### src/sv/fpx_pkg.sv
// Package: constants, status codes and shared types for the framed packet checker.
`timescale 1ns / 1ps
package fpx_pkg;

  localparam logic [7:0] HDR_FIRST   = 8'hAA;
  localparam logic [7:0] HDR_SECOND  = 8'h55;
  localparam logic [7:0] TAIL_FIRST  = 8'h55;
  localparam logic [7:0] TAIL_SECOND = 8'hAA;

  localparam logic [7:0] MAX_LEN_RESET = 8'd252;

  localparam int unsigned ADDR_W = 3;
  localparam int unsigned DATA_W = 32;

  // Register word index, taken from paddr above the byte offset
  localparam logic REG_MAX_PAYLOAD_LEN = 1'b0;

  typedef enum logic [1:0] {
    ST_OK       = 2'd0,
    ST_HEADER   = 2'd1,
    ST_TAIL_LEN = 2'd2,
    ST_CHECK    = 2'd3
  } status_t;

  typedef struct packed {
    logic       valid;
    status_t    code;
    logic [7:0] len;
  } result_t;

endpackage

### src/sv/fpx_core.sv
// Frame tracking state and per-byte check logic for the framed packet checker.
`timescale 1ns / 1ps
module fpx_core (
  input  logic             clk,
  input  logic             rst,
  input  logic             accept,
  input  logic [7:0]       frame_byte,
  input  logic             frame_start,
  input  logic [7:0]       max_len,
  output fpx_pkg::result_t res
);
  import fpx_pkg::*;

  logic [8:0] byte_position, byte_position_next;
  logic [7:0] length_seen, length_seen_next;
  logic [7:0] running_xor, running_xor_next;
  logic       checksum_bad, checksum_bad_next;
  logic       tail_bad, tail_bad_next;
  logic       discarding, discarding_next;

  logic [8:0] pos;
  logic [7:0] len;
  logic [7:0] rx;
  logic       cbad;
  logic       tbad;
  logic [8:0] chk_pos;
  logic       tbad_end;

  always_comb begin
    pos      = frame_start ? 9'd0 : byte_position;
    len      = frame_start ? 8'd0 : length_seen;
    rx       = frame_start ? 8'd0 : running_xor;
    cbad     = frame_start ? 1'b0 : checksum_bad;
    tbad     = frame_start ? 1'b0 : tail_bad;
    chk_pos  = {1'b0, len} + 9'd3;
    tbad_end = tbad || (frame_byte != TAIL_SECOND);

    byte_position_next = byte_position;
    length_seen_next   = length_seen;
    running_xor_next   = running_xor;
    checksum_bad_next  = checksum_bad;
    tail_bad_next      = tail_bad;
    discarding_next    = discarding;
    res.valid          = 1'b0;
    res.code           = ST_OK;
    res.len            = 8'd0;

    if (accept && (frame_start || !discarding)) begin
      length_seen_next   = len;
      running_xor_next   = rx;
      checksum_bad_next  = cbad;
      tail_bad_next      = tbad;
      discarding_next    = 1'b0;
      byte_position_next = pos + 9'd1;

      if (pos == 9'd0) begin
        if (frame_byte != HDR_FIRST) begin
          res.valid = 1'b1;
          res.code  = ST_HEADER;
        end
      end else if (pos == 9'd1) begin
        if (frame_byte != HDR_SECOND) begin
          res.valid = 1'b1;
          res.code  = ST_HEADER;
        end
      end else if (pos == 9'd2) begin
        length_seen_next = frame_byte;
        running_xor_next = frame_byte;
        if (frame_byte > max_len) begin
          res.valid = 1'b1;
          res.code  = ST_TAIL_LEN;
          res.len   = frame_byte;
        end
      end else if (pos < chk_pos) begin
        running_xor_next = rx ^ frame_byte;
      end else if (pos == chk_pos) begin
        checksum_bad_next = (frame_byte != rx);
      end else if (pos == chk_pos + 9'd1) begin
        tail_bad_next = (frame_byte != TAIL_FIRST);
      end else begin
        tail_bad_next = tbad_end;
        res.valid     = 1'b1;
        res.len       = len;
        if (tbad_end) begin
          res.code = ST_TAIL_LEN;
        end else if (cbad) begin
          res.code = ST_CHECK;
        end else begin
          res.code = ST_OK;
        end
      end

      if (res.valid) begin
        discarding_next    = 1'b1;
        byte_position_next = pos;
      end
    end
  end

  always_ff @(posedge clk) begin
    if (rst) begin
      byte_position <= 9'd0;
      length_seen   <= 8'd0;
      running_xor   <= 8'd0;
      checksum_bad  <= 1'b0;
      tail_bad      <= 1'b0;
      discarding    <= 1'b1;
    end else begin
      byte_position <= byte_position_next;
      length_seen   <= length_seen_next;
      running_xor   <= running_xor_next;
      checksum_bad  <= checksum_bad_next;
      tail_bad      <= tail_bad_next;
      discarding    <= discarding_next;
    end
  end

  // every status closes the frame
  a_status_closes: assert property (@(posedge clk) disable iff (rst)
    res.valid |=> discarding)
    else $error("frame still open after status");

  // header errors never report a length
  a_hdr_len_zero: assert property (@(posedge clk) disable iff (rst)
    res.valid && res.code == ST_HEADER |-> res.len == 8'd0)
    else $error("header error with nonzero length");

  // position stays inside the longest frame
  a_pos_range: assert property (@(posedge clk) disable iff (rst)
    !discarding |-> byte_position <= 9'd261)
    else $error("byte position out of range");

endmodule

### config.mk
export PLATFORM = sky130hd
export DESIGN_NAME = fpx_core
export DESIGN_NICKNAME = d
export VERILOG_FILES = /design/src/sv/fpx_pkg.sv /design/src/sv/fpx_core.sv
export SDC_FILE = /design/constraint.sdc
export NUM_CORES = 1
export LEC_CHECK = 0
export BUFFER_PORTS_ARGS = -buffer_cell sky130_fd_sc_hd__buf_2
export CORE_MARGIN = 2
export CORE_UTILIZATION = 35
export DETAILED_ROUTE_END_ITERATION = 6
export HOLD_SLACK_MARGIN = 0.06
export SLEW_MARGIN = 15
export SYNTH_ARGS = -nofsm -noshare
export SYNTH_HDL_FRONTEND = slang
export SYNTH_SLANG_ARGS = --single-unit
### constraint.sdc
create_clock -name clk -period 7.54 [get_ports clk]
set_input_delay 1.131 -clock clk [delete_from_list [all_inputs] [get_ports clk]]
set_output_delay 1.131 -clock clk [all_outputs]
set_load 0.05 [all_outputs]
-- Word-level counts from Yosys, hierarchy flattened
Cells that the tools add are included.
- add/subtract/negate cells: 3
- multiply operators: 0
- div/mod/pow operators: 0
- order comparisons: 2
- equality and inequality tests: 7
- shift operators: 0
- mux-type cells: 40
- bitwise operators: 1
- reductions and logical operators: 5
- operators by type and width (cell ; count):
    2-to-1 mux 8 bit ; 11
    2-to-1 mux 11 bit ; 6
    adder 9 x 1 -> 9 bit, second input constant ; 2
    == test 9 bit ; 2
    2-to-1 mux 9 bit ; 2
    2-to-1 mux 3 bit ; 5
    2-to-1 mux 1 bit ; 14
    adder 8 x 2 -> 9 bit, second input constant ; 1
    == test 9 x 1 -> 1 bit, second input constant ; 1
    == test 9 x 2 -> 1 bit, second input constant ; 1
    logical NOT 9 bit ; 1
    < comparator 9 bit ; 1
    > comparator 8 bit ; 1
    inequality test 8 x 7 -> 1 bit, second input constant ; 1
    inequality test 8 bit ; 1
    inequality test 8 bit, second input constant ; 1
    bitwise XOR 8 bit ; 1
    2-to-1 mux 2 bit ; 2
    logical OR 1 bit ; 2
    logical AND 1 bit ; 1
    logical NOT 1 bit ; 1
- register bits: 28
- bits in latches: 0
- bits in writable memories: 0
- ROM bits: 0
- bits of input ports: 20
- output and inout port bits: 11
- word-level logic and storage cells: 64
- memories: 0

-- Longest topological paths before layout
Gate-level depths: netlist of run 1.
- depth in word-level cells: 12
- gate-level depth with buffers: 20
- mapped depth without buffers: 15

-- Worst setup path after synthesis of run 1
Ideal clock, no wire load.
- path type: input to output
- from: input port frame_start
- to: output port res[9] (netlist name)
- arrival time: 5.161 ns
- slack: 1.248 ns
- cell stages on the path: 17
- path buffers: 4
- cell sequence: buf_2 inv_1 clkbuf_1 buf_1 nand2_1 ha_1 buf_6 nand3b_4 mux2i_4 ha_1 nand2_1 a21oi_1 o41ai_1 a21bo_2 a211oi_4 nor2_1 a311oi_1
- RTL lines (element ; RTL line ; source):
    start: declaration ; fpx_core.sv:8 ; input logic frame_start,
    end: declaration ; fpx_core.sv:10 ; output fpx_pkg::result_t res

==> flow_metrics.py, run 1 <==
metrics = {
    "status": {
        "status": "finished clean",
    },
    "logic_synthesis": {
        "ys_seq_elements": 28,
        "ys_seq_area_share_pct": 18.3,
        "synth.avg_cell_area_um2": 7.51,
        "synthArstFlopShare_pct": 0,
        "ys.flop_type": "dfxtp_1",
        "synth_most_common_cell": "nand2_1",
        "synthTopCellsByCount": "nand2_1 (54), nor2_1 (46), a21oi_1 (30), dfxtp_1 (28)",
        "syn-num-nets": 451,
        "synth_edf_count": 0,
        "syn_area_um2": 3070,
        "synth_top_area_share_pct": 18.3,
        "ys_warn_count": 0,
        "yosysUniqueCellTypes": 70,
        "synth_area_leader_cell": "dfxtp_1",
        "synthTopCellsByArea": "dfxtp_1 (18%), ha_1 (9.0%), nand2_1 (6.6%)",
        "syn_inst": 409,
    },
    "hold_path": {
        "whs_endpoint": "tail_bad",
        "hold_start": "tail_bad",
        "hold_path_depth": 2,
        "worst_hold_path_type": "reg -> reg",
    },
    "power_and_ir_drop": {
        "p_seq_share_pct": 46.5,
        "combPwrFrac_pct": 14.4,
        "power.internal_uw": 234,
        "p_switching_uw": 86.1,
        "switching_share_pct": 26.9,
        "leakage_uw": 0.00137,
        "clock_power_share_pct": 39.1,
        "ir_drop_mv": 0.0589,
        "powerDensity_nw_per_um2": 97.0,
    },
    "cts": {
        "cts_resized": 0,
        "cts_buffers": 3,
        "cts.clk_slew.worst_paths_ns": 0.10,
        "clockBufferDepth": 2,
        "h-tree-depth": 1,
        "clock_latency_ns": 0.29,
        "post_cts.repair.setup_buffers": 0,
        "cts_sinks": 28,
        "cts-root-buf": "clkbuf_8",
        "cts_hold_buf": 0,
        "tritoncts": "done",
    },
    "setup_path": {
        "cp_max_fo": 10,
        "rrSetupSlack_ns": 3.59,
        "cp-end-kind": "output pin",
        "required_ns": 6.41,
        "start_kind": "input port",
        "rr_endpoint": "byte_position[6]",
        "reg2reg_depth": 13,
        "worstPathArrival_ns": 4.64,
        "reg2reg_from": "length_seen[0]",
        "criticalPathCategory": "in -> out",
    },
    "detailed_routing": {
        "drtAntennaViolNets": 0,
        "wl_per_cell_um": 16.0,
        "drtIter0Drc": 212,
        "vias_per_cell": 5.76,
        "route.detailed.drc": 0,
        "vias": 3015,
        "first_pass_iters": 5,
        "wl_um": 8350,
    },
    "grt": {
        "grt_pass1_wl_um": 13800,
        "grt_overflow": 0,
        "grt_pass1_vias": 2796,
        "busiest_layer": "met2",
        "grt_max_degree": 38,
        "grt_use_total_pct": 17.3,
        "antenna_found_initial": 0,
        "use_met2_pct": 30.0,
        "met3_usage_pct": 2.30,
        "grt_use_met1_pct": 23.4,
    },
    "floorplanning": {
        "die_w_um": 97.7,
        "coreArea_um2": 8590,
        "row_count": 34,
        "initial_core_util_pct": 35.7,
        "die_h_um": 97.7,
        "die_area_um2": 9540,
        "io_pins": 31,
    },
    "timing": {
        "hold_viol": 0,
        "drv_slew": 0,
        "rsz0062_at_grt": "no",
        "fin_crit_sh_pct": 76.5,
        "worst_slew_pin_slew_ns": 1.16,
        "relSlewSlack_pct": 22.3,
        "fin_ws_ns": 1.77,
        "setup_viol": 0,
        "fin_skew_ns": 0.0146,
        "setup_tns_ns": 0,
        "fin_crit_ns": 5.77,
        "fmax_mhz": 173,
    },
    "place": {
        "dp_hpwl_um": 6260,
        "portBuffers": 30,
        "dpl_cell_area_um2": 3230,
        "place_ws_ns": 1.79,
        "place.gp.congestion": 0.954,
        "placed_cells_incl_taps": 519,
    },
    "finish": {
        "syn_to_final_growth_pct": 7.38,
        "drive_gt1_share_pct": 13.3,
        "final_area_um2": 3300,
        "diodes": 0,
        "layout.cells.non_filler": 523,
        "nets": 458,
        "num-fill-cells": 923,
    },
    "run": {
        "maxCapViolCount": 0,
    },
}
power groups by stage:
stage	combinational, µW	sequential, µW	clock (µW)
floorplan	30.4	152	0
global placement	45.8	152	0
detailed placement	46.1	152	0
CTS	46.3	149	127
global route	51.2	149	131
finish	46.0	149	125
stage by stage:
step	util (%)	total power (µW)	hold slack (ns)
final	38.4	320	0.484
after global routing	38.4	331	0.527
after CTS	38.4	322	0.487
after detailed placement	37.5	198	0.472
after global placement	37.5	198	0.458
after floorplan	-	182	0.450
how the worst max path moves through the flow:
| stage | from | endpoint | slack [ns] | cells after the start |
|---|---|---|---|---|
| CTS | frame_start | res[1] | 1.77 | 16 |
| finish | frame_start | res[1] | 1.77 | 16 |
| global placement | frame_start | res[7] | 1.90 | 16 |
| detailed placement | frame_start | res[1] | 1.79 | 16 |
| floorplan | frame_start | res[9] | 1.25 | 17 |
| global route | frame_start | res[4] | 1.41 | 16 |
flip-flops by register name, indices dropped and copies added, names as in the netlist:
register and flops:
byte_position 9, tail_bad 1, running_xor 8, length_seen 8
discarding 1, checksum_bad 1
cell usage in the layout (no fill, tap or decap), types with 3 or more instances in the layout:
cell type	synthesis	routed
o21ai_0	14	14
or3_1	6	6
nor4bb_1	6	6
nor2b_1	10	10
a21oi_1	30	30
and3_1	3	3
clkbuf_8	0	3
nand2b_1	4	4
buf_2	2	30
o22ai_1	7	7
a22oi_1	16	16
nand2_1	54	54
nor4_1	3	3
xnor2_1	9	9
o21ai_1	4	4
buf_4	2	4
a31oi_1	5	5
mux2_4	3	3
inv_1	18	18
nor3_1	3	3
nand4_1	11	11
xor2_1	8	8
nor2_1	46	46
a21o_1	3	3
nand3_1	9	9
a22o_1	8	8
dfxtp_1	28	28
ha_1	22	22
worst max-delay path: stages:
cell,delay (ns)
buf_2,0.10
inv_1,0.23
nand2_1,0.13
ha_1,0.36
nor2_4,0.18
mux2_4,0.33
inv_1,0.06
ha_1,0.24
a22o_1,0.23
o41ai_1,0.44
a21bo_2,0.27
a211oi_4,0.08
and2_0,0.34
a22oi_1,0.22
nor2_1,0.05
buf_2,0.22
logic make-up after synthesis:
family,synth area share (%)
xor+xnor,7.86
fa+ha+maj,8.96
buf+inv,7.42
simple gates,30.8
compound gates,24.1
mux,2.53
flops,18.3
per-layer routing:
metal  vias up  wire length [µm]
met5         -                 0
met4         0                75
met3         6               360
met2        93              4020
met1      1426              3890
li1       1490                 -
layout make-up:
class	count	area (µm²)	area share (%)
multi-input cells	331	2280	69.2
flip-flops and latches	28	561	17.0
repair buffers	34	180	5.46
clock inverters	1	30.0	0.911
well taps	108	135	4.10
clock buffers	3	41.3	1.25
inverters	18	67.6	2.05
Power figures use the tool's default switching activity.
==> run 2, diff against run 1 <==
==> constraint.sdc (replaced) <==
create_clock -name clk -period 4.9 [get_ports clk]
set_input_delay 0.735 -clock clk [delete_from_list [all_inputs] [get_ports clk]]
set_output_delay 0.735 -clock clk [all_outputs]
set_load 0.05 [all_outputs]
==> flow_metrics.py, run 2 (synthesis gave the netlist of run 1 again) <==
metrics = {
    "status": {
        "status": "finished clean",
    },
    "finish": {
        "fin_util_pct": 39.9,
        "regMostFlops": "byte_position",
        "final_common_cell": "nand2_1",
        "seqCellArea_um2": 561,
        "syn_to_final_growth_pct": 11.6,
        "reg_top3": "byte_position: 9 flops, length_seen: 8 flops, running_xor: 8 flops",
        "nets": 468,
        "multiInputGateArea_um2": 2340,
        "diodes": 0,
        "num-fill-cells": 920,
        "largest_reg_flops": 9,
        "drive_gt1_share_pct": 17.2,
        "final_area_um2": 3430,
        "layout_common_cells": "nand2_1 (54), nor2_1 (40), a21oi_1 (30), buf_2 (30), dfxtp_1 (28)",
    },
    "setup_path": {
        "cp_num_buf_inv": 4,
        "cp_slowest_cell": "and2_0",
        "criticalPathCategory": "in -> out",
        "cp_common_cell": "buf_2",
        "start_kind": "input port",
        "cp-end-kind": "output pin",
        "path_cells": "buf_2, inv_1, nand2_1, ha_1, buf_4, or3_1, a31oi_2, nor3b_4, xor2_1, nor4_4, a211oi_4, and2_0, a22oi_1, nor2_4, buf_2",
        "cp_max_fo": 7,
        "required_ns": 4.16,
        "max_stage_delay_ns": 0.35,
        "crit_family": "simple AND/OR/NAND/NOR gates",
        "worstPathArrival_ns": 3.95,
    },
    "grt": {
        "grt_pass1_vias": 2775,
        "grt_pass1_wl_um": 14400,
        "grt_overflow": 0,
        "antenna_found_initial": 0,
        "grt_use_total_pct": 18.3,
        "grt_max_degree": 34,
    },
    "power_and_ir_drop": {
        "combPwrFrac_pct": 14.8,
        "clock_power_share_pct": 38.9,
        "switching_share_pct": 26.9,
        "leakage_uw": 0.00142,
        "power_uw": 494,
        "ir_drop_mv": 0.0796,
        "powerDensity_nw_per_um2": 144,
        "p_switching_uw": 133,
        "p_seq_share_pct": 46.3,
        "power.internal_uw": 361,
    },
    "detailed_routing": {
        "drtIter0Drc": 129,
        "wl_um": 8710,
        "wl_per_cell_um": 16.3,
        "first_pass_iters": 4,
        "route.detailed.drc": 0,
        "vias_per_cell": 5.64,
        "vias": 3008,
        "drtAntennaViolNets": 0,
    },
    "place": {
        "place.gp.congestion": 0.839,
        "dpl_cell_area_um2": 3360,
        "dp_hpwl_um": 6590,
        "place_ws_ns": 0.266,
        "portBuffers": 30,
    },
    "floorplanning": {
        "io_pins": 31,
        "die_area_um2": 9540,
        "coreArea_um2": 8590,
        "initial_core_util_pct": 35.7,
        "die_h_um": 97.7,
        "row_count": 34,
        "die_w_um": 97.7,
    },
    "cts": {
        "tritoncts": "done",
        "cts_sinks": 28,
        "clockBufferDepth": 2,
        "h-tree-depth": 1,
        "cts.clk_slew.worst_paths_ns": 0.10,
        "cts_buffers": 3,
        "cts_hold_buf": 0,
        "cts-root-buf": "clkbuf_8",
        "clock_latency_ns": 0.29,
    },
    "timing": {
        "fin_skew_ns": 0.00847,
        "fin_ws_ns": 0.217,
        "fin_crit_ns": 4.68,
        "hold_viol": 0,
        "rsz0062_at_grt": "yes",
        "relSlewSlack_pct": 29.7,
        "fin_crit_sh_pct": 95.6,
        "worst_slew_pin_slew_ns": 1.05,
        "setup_viol": 0,
        "fmax_mhz": 214,
        "drv_slew": 0,
        "setup_tns_ns": 0,
    },
    "run": {
        "maxCapViolCount": 0,
    },
    "hold_path": {
        "worst_hold_path_type": "reg -> reg",
    },
}
[run 2: cell types whose count changed in the layout (fill, tap and decap cells not counted), sizes merged]
cell,change
buf,+10
[run 2: metal layers]
metal,routed length (µm),part of all wire (%),vias up,GRT usage (%)
li1,-,-,1503,-
met1,4180,48,1441,25.6
met2,4140,48,60,30.8
met3,348,4.0,4,2.45
met4,34,0.39,0,2.56
met5,0,0,-,0
[run 2: final cells by class]
type	instances	share of cell area (%)
clock buffer	3	1.20
clock inverter	1	0.876
inverter	18	1.97
multi-input combinational	331	68.2
sequential	28	16.4
tap	108	3.94
timing repair buffer	44	7.45
[run 2: through the flow]
step / std cells / hold slack, ns
floorplan: 409 / 0.450
global placement: 529 / 0.460
detailed placement: 529 / 0.470
CTS: 533 / 0.487
global route: 533 / 0.501
finish: 533 / 0.491
[run 2: path summary, 6_finish.rpt]
kind | cells after the start | from | slack (ns) | end
worst min register to register | 2 | tail_bad | 0.49 | tail_bad
worst min-delay path | 2 | tail_bad | 0.49 | tail_bad
worst max register to register | 15 | length_seen[0] | 1.00 | byte_position[5]
worst max-delay path | 15 | frame_start | 0.22 | res[1]
[run 2: worst register-to-register path, delay by kind of cell, from the launching register on]
kind	cells	cell delay (ns)
and+or+nand+nor	3	0.70
DFF	1	0.52
AOI/OAI and AO/OA	5	0.95
adders and majority gates	2	0.54
muxes	2	0.64
buffers and inverters	3	0.43
[run 2: power groups by stage]
stage / combinational [µW] / sequential (µW) / clock, µW
global placement: 72.8 / 234 / 0
detailed placement: 73.1 / 234 / 0
CTS: 73.5 / 229 / 198
floorplan: 47.2 / 234 / 0
global route: 81.2 / 229 / 207
finish: 73.3 / 229 / 192
[run 2: what timing repair did]
action / CTS / global route
gates resized for setup: 0 / 0
setup endpoints to repair: 0 / 6
setup buffers: 0 / 0
hold endpoints to repair: 0 / 0
